## config.mk

```make
export PLATFORM = sky130hd
export DESIGN_NAME = pss_ctrl
export DESIGN_NICKNAME = d
export VERILOG_FILES = /design/src/sv/pss_pkg.sv /design/src/sv/pss_ctrl.sv
export SDC_FILE = /design/constraint.sdc
export NUM_CORES = 1
export LEC_CHECK = 0
export ABC_CLOCK_PERIOD_IN_PS = 1600
export CAP_MARGIN = 40
export CORE_AREA = 2 2 39 41
export DETAILED_ROUTE_END_ITERATION = 8
export DIE_AREA = 0 0 41 43
export DONT_BUFFER_PORTS = 1
export SYNTH_ARGS = -nofsm -noshare
export SYNTH_HDL_FRONTEND = slang
export SYNTH_SLANG_ARGS = --single-unit
```

## constraint.sdc

```tcl
create_clock -name clk -period 1.6 [get_ports clk]
set_clock_uncertainty 0.15 [all_clocks]
set_input_delay 0.08 -clock clk [delete_from_list [all_inputs] [get_ports clk]]
set_output_delay 0.08 -clock clk [all_outputs]
set_load 0.02 [all_outputs]
```

## src/sv/pss_pkg.sv

```systemverilog
// Package for the priority stack sweep scheduler: sizes, types and the squash table.
// Depends on nothing; every other file but pss_ram and tb_top imports it.
`timescale 1ns / 1ps
package pss_pkg;

	localparam int QUEUE_COUNT = 128;
	localparam int POOL_DEPTH  = 1024;
	localparam int TAG_BITS    = 16;

	localparam int QW  = $clog2(QUEUE_COUNT);     // queue number width
	localparam int IW  = $clog2(POOL_DEPTH);      // node index width
	localparam int PW  = IW + 1;                  // node pointer width, null included
	localparam int SW  = QW + 2;                  // signed sweep position width
	localparam int NOUT_W = 7;
	localparam int SQ_DEPTH = 1 << NOUT_W;

	localparam logic [PW-1:0] NULL_NODE = PW'(POOL_DEPTH);

	// squash term round(0.0032n^2 + 0.32n - 3.0) for every cards_out code
	typedef logic signed [7:0] sq_tbl_t [SQ_DEPTH];

	function automatic sq_tbl_t build_squash();
		sq_tbl_t t;
		int n;
		for (n = 0; n < SQ_DEPTH; n++) begin
			t[n] = 8'((32 * n * n + 3200 * n + 5000) / 10000 - 3);
		end
		return t;
	endfunction

	localparam sq_tbl_t SQUASH_TBL = build_squash();

	typedef enum logic [2:0] {
		ST_IDLE,
		ST_PUSH_CHK,
		ST_PUSH_WR,
		ST_SWEEP,
		ST_POP_HEAD,
		ST_POP_NODE,
		ST_POP_WR,
		ST_DROP
	} pss_state_t;

	typedef struct packed {
		logic load;
		logic push_chk;
		logic push_wr;
		logic sweep;
		logic pop_head;
		logic pop_node;
		logic pop_wr;
		logic drop;
	} pss_cmd_t;

	typedef struct packed {
		logic full;
		logic sw_found;
		logic sw_empty;
		logic drop_go;
	} pss_stat_t;

endpackage

```

## src/sv/pss_ctrl.sv

```systemverilog
// Controller state machine of the scheduler: sequences push, sweep, pop and top drop.
// Depends on pss_pkg.
`timescale 1ns / 1ps
module pss_ctrl import pss_pkg::*; (
	input  logic      clk,
	input  logic      arst_n,
	input  logic      start,
	input  logic      kind,
	input  pss_stat_t stat,
	output pss_cmd_t  cmd,
	output logic      busy
);

	pss_state_t state_q, state_nxt;

	always_ff @(posedge clk or negedge arst_n) begin
		if (!arst_n) begin
			state_q <= ST_IDLE;
		end else begin
			state_q <= state_nxt;
		end
	end

	// next state
	always_comb begin
		state_nxt = state_q;
		case (state_q)
			ST_IDLE: begin
				if (start) state_nxt = kind ? ST_SWEEP : ST_PUSH_CHK;
			end
			ST_PUSH_CHK: begin
				state_nxt = stat.full ? ST_IDLE : ST_PUSH_WR;
			end
			ST_PUSH_WR:  state_nxt = ST_IDLE;
			ST_SWEEP: begin
				if (stat.sw_empty) state_nxt = ST_IDLE;
				else if (stat.sw_found) state_nxt = ST_POP_HEAD;
			end
			ST_POP_HEAD: state_nxt = ST_POP_NODE;
			ST_POP_NODE: state_nxt = ST_POP_WR;
			ST_POP_WR:   state_nxt = ST_DROP;
			ST_DROP: begin
				if (!stat.drop_go) state_nxt = ST_IDLE;
			end
			default:     state_nxt = ST_IDLE;
		endcase
	end

	// commands
	always_comb begin
		cmd = '0;
		case (state_q)
			ST_IDLE:     cmd.load = start;
			ST_PUSH_CHK: cmd.push_chk = 1'b1;
			ST_PUSH_WR:  cmd.push_wr = 1'b1;
			ST_SWEEP:    cmd.sweep = 1'b1;
			ST_POP_HEAD: cmd.pop_head = 1'b1;
			ST_POP_NODE: cmd.pop_node = 1'b1;
			ST_POP_WR:   cmd.pop_wr = 1'b1;
			ST_DROP:     cmd.drop = 1'b1;
			default:     cmd = '0;
		endcase
	end

	assign busy = (state_q != ST_IDLE);

endmodule

```

==> metrics.csv <==
stage,metric,value,unit
finish,Layout Nets,59,
logic_synthesis,syn_nets,37,
logic_synthesis,post-synth top area share,31.7,%
routing,ANT nets after route,0,
routing,DRC viols,0,
setup_path,crit-path max cell delay,440,ps
timing,final hold vios,0,
logic_synthesis,Syn Area/Cell,8.15,um2
finish,post-route cell area,442,um2
logic_synthesis,ranking of synthesized cells by area,"dfrtp_1 32%, a2bb2oi_2 6.3%, nor3b_1 6.3%",
power,leakage,0.000201,uW
die,Starting Density,17.1,%
global_routing,Total Routing Usage GR,7.85,%
setup_path,crit-path cells,"or3_4, nor2_1, buf_4",
finish,"Core Util, Final",31.9,%
timing,max frequency,643,MHz
die,row count,14,
timing,final setup TNS,0,ps
setup_path,critical path startpoint category,flip-flop,
timing,Max-slew headroom,74.5,%
die,die width,41,um
setup_path,required time of the worst setup path,1370,ps
place,DP Area,304,um2
finish,Top Registers,state_q (3),
finish,area of the multi-input gates,153,um2
logic_synthesis,Synth area leader,dfrtp_1,
global_routing,first-pass GRT wire length,910,um
finish,Final Non-Filler Cells,66,
power,Peak VDD IR,0.709,mV
die,die height,43,um
routing,vias post-DR,284,
logic_synthesis,number of flops mapped to enable cells by yosys,0,
cts,clock sinks,3,
place,dpl cells,51,
finish,sequential cell area,78.8,um2
routing,Vias/cell,4.30,
logic_synthesis,"flops & latches, synth",3,
routing,DR iter-0 viols,2,
logic_synthesis,Most used DFF post-synth,dfrtp_1,
die,# IOs,17,
setup_path,WP buf/inv,1,
min_path,Min-Delay Path Class,input pin to flip-flop,
logic_synthesis,"Distinct cells, synth",20,
global_routing,vias in the first global route,221,
finish,P&R area growth vs syn,86.8,%
logic_synthesis,sequential fraction of the synthesis area,31.7,%
cts,CTS root buffer,clkbuf_4,
setup_path,Worst Setup Path Type,flip-flop to primary output,
finish,fraction of layout cells with a size suffix above 1,40.0,%
cts,clk_lat worst skew,240,ps
finish,largest reg by FF count,state_q,
finish,fillers,153,
cts,CTS max path bufs,2,
global_routing,GRT overflow,0,
logic_synthesis,mapped cell area,236,um2
logic_synthesis,Ys Warns,0,
cts,Clock H-tree levels,1,
setup_path,CP top delay family,simple AND/OR/NAND/NOR gates,
routing,DR pass1 iterations,4,
finish,max FFs per register,3,
place,Final GP Congestion,0.690,
run_status,run status,finished clean,
job,MaxCap Viol Count,0,
timing,max-slew violations,0,
place,PortBufs,0,
logic_synthesis,"top cells by count, synth","3 x dfrtp_1, 3 x inv_1",
routing,drt wl/cell,10.7,um
global_routing,largest net degree at the start of global routing,11,
die,die area,1760,um2
setup_path,worst-path maximum fanout,7,
power,Power Dens Cells,1970,nW/um2
routing,Routed WL,706,um
setup_path,crit end category,primary output,
timing,minimum clock period,1560,ps
cts,total CTS buffers,3,
logic_synthesis,Post-Syn Instances,29,
place,post-DP HPWL,446,um
finish,ant diodes,0,
setup_path,Critical-path top delay cell,dfrtp_2,
global_routing,antenna violations before repair,0,
timing,post-route clock period utilization,97.3,%
timing,final setup violation count,0,
setup_path,crit path DAT,1330,ps
cts,Worst-path clk slew,40,ps
cts,TritonCTS clock tree,done,
die,Core Area,1380,um2
timing,slew at the pin with the worst max-slew slack,382,ps
logic_synthesis,"FFs w/ async S/R, synth",100,%
==> metal layers <==
layer  part of all wire (%)  global-route usage, %  vias to the layer above
li1                       -                      -                      146
met1                     44                   10.7                      125
met2                     46                   8.44                       13
met5                      0                      0                        -
met3                     10                   4.71                        0
met4                      0                   6.00                        0
==> worst reg2reg max path: stages, from the launching register on <==
cell	delay, ps
dfrtp_2	440
buf_4	150
and3b_1	180
a211oi_1	270
a2bb2oi_2	90
==> cell families (layout without fill, tap and decap cells) <==
kind of cell | count (synthesis) | count (layout) | synth area share [%]
simple gates | 16 | 16 | 40.7
compound gates | 6 | 6 | 20.6
buf+inv | 4 | 25 | 6.88
flops | 3 | 3 | 31.7
==> cell type report <==
cell class                      instances  area share [%]
Multi-Input combinational cell         22            34.6
Timing Repair Buffer                   18            34.6
Sequential cell                         3            17.8
Clock buffer                            4            5.95
Tap cell                               16            4.53
Inverter                                3            2.55
==> layout by cell type, fill, tap and decap left out <==
cell type      instances
or3_1                  1
a211oi_1               1
nor3b_1                2
clkbuf_4               3
and3_1                 1
nor4b_1                1
and3b_1                1
nand2_1                2
nor2_1                 2
nor2b_2                1
dlygate4sd3_1          7
a21o_1                 1
a2bb2oi_1              1
dfrtp_2                3
buf_4                 11
a21oi_1                1
clkbuf_1               1
nand2b_1               1
o21ai_0                1
nor2b_1                1
inv_1                  3
or3_4                  1
a2bb2oi_2              1
nor3_1                 1
and2_1                 1
==> where the power goes <==
group / leakage, uW / internal (uW) / switching (uW)
logic: 0.000153 / 277 / 264
clock network: 0.0000150 / 93.8 / 44.1
registers: 0.0000333 / 122 / 67.4
==> final timing paths <==
path | start | to | slack, ps | depth (start not counted)
hold reg to reg | state_q[0] | state_q[0] | 410 | 1
hold / removal | stat[2] | state_q[1] | 30 | 3
min in group asynchronous | arst_n | state_q[0] | 470 | 2
max in group asynchronous | arst_n | state_q[1] | 660 | 2
setup reg to reg | state_q[2] | state_q[1] | 180 | 4
setup / recovery | state_q[2] | cmd[7] | 40 | 3
==> per-stage QoR <==
stage	setup WS [ps]	total power [uW]	hold WS, ps
floorplan	105	470	-366
global placement	177	610	-365
detailed placement	193	608	-365
CTS	18.7	780	17.1
global route	-1.08	933	61.0
finish	43.9	868	26.5
==> what timing repair did <==
action                                  CTS  global route
endpoints found under the hold margin     6             0
resized for setup                         1             4
endpoints found under the setup margin    1             3
pin swaps                                 0             1
buffers inserted                          0             4
hold buffers                              7             0
(Power assumes the default switching activity.)
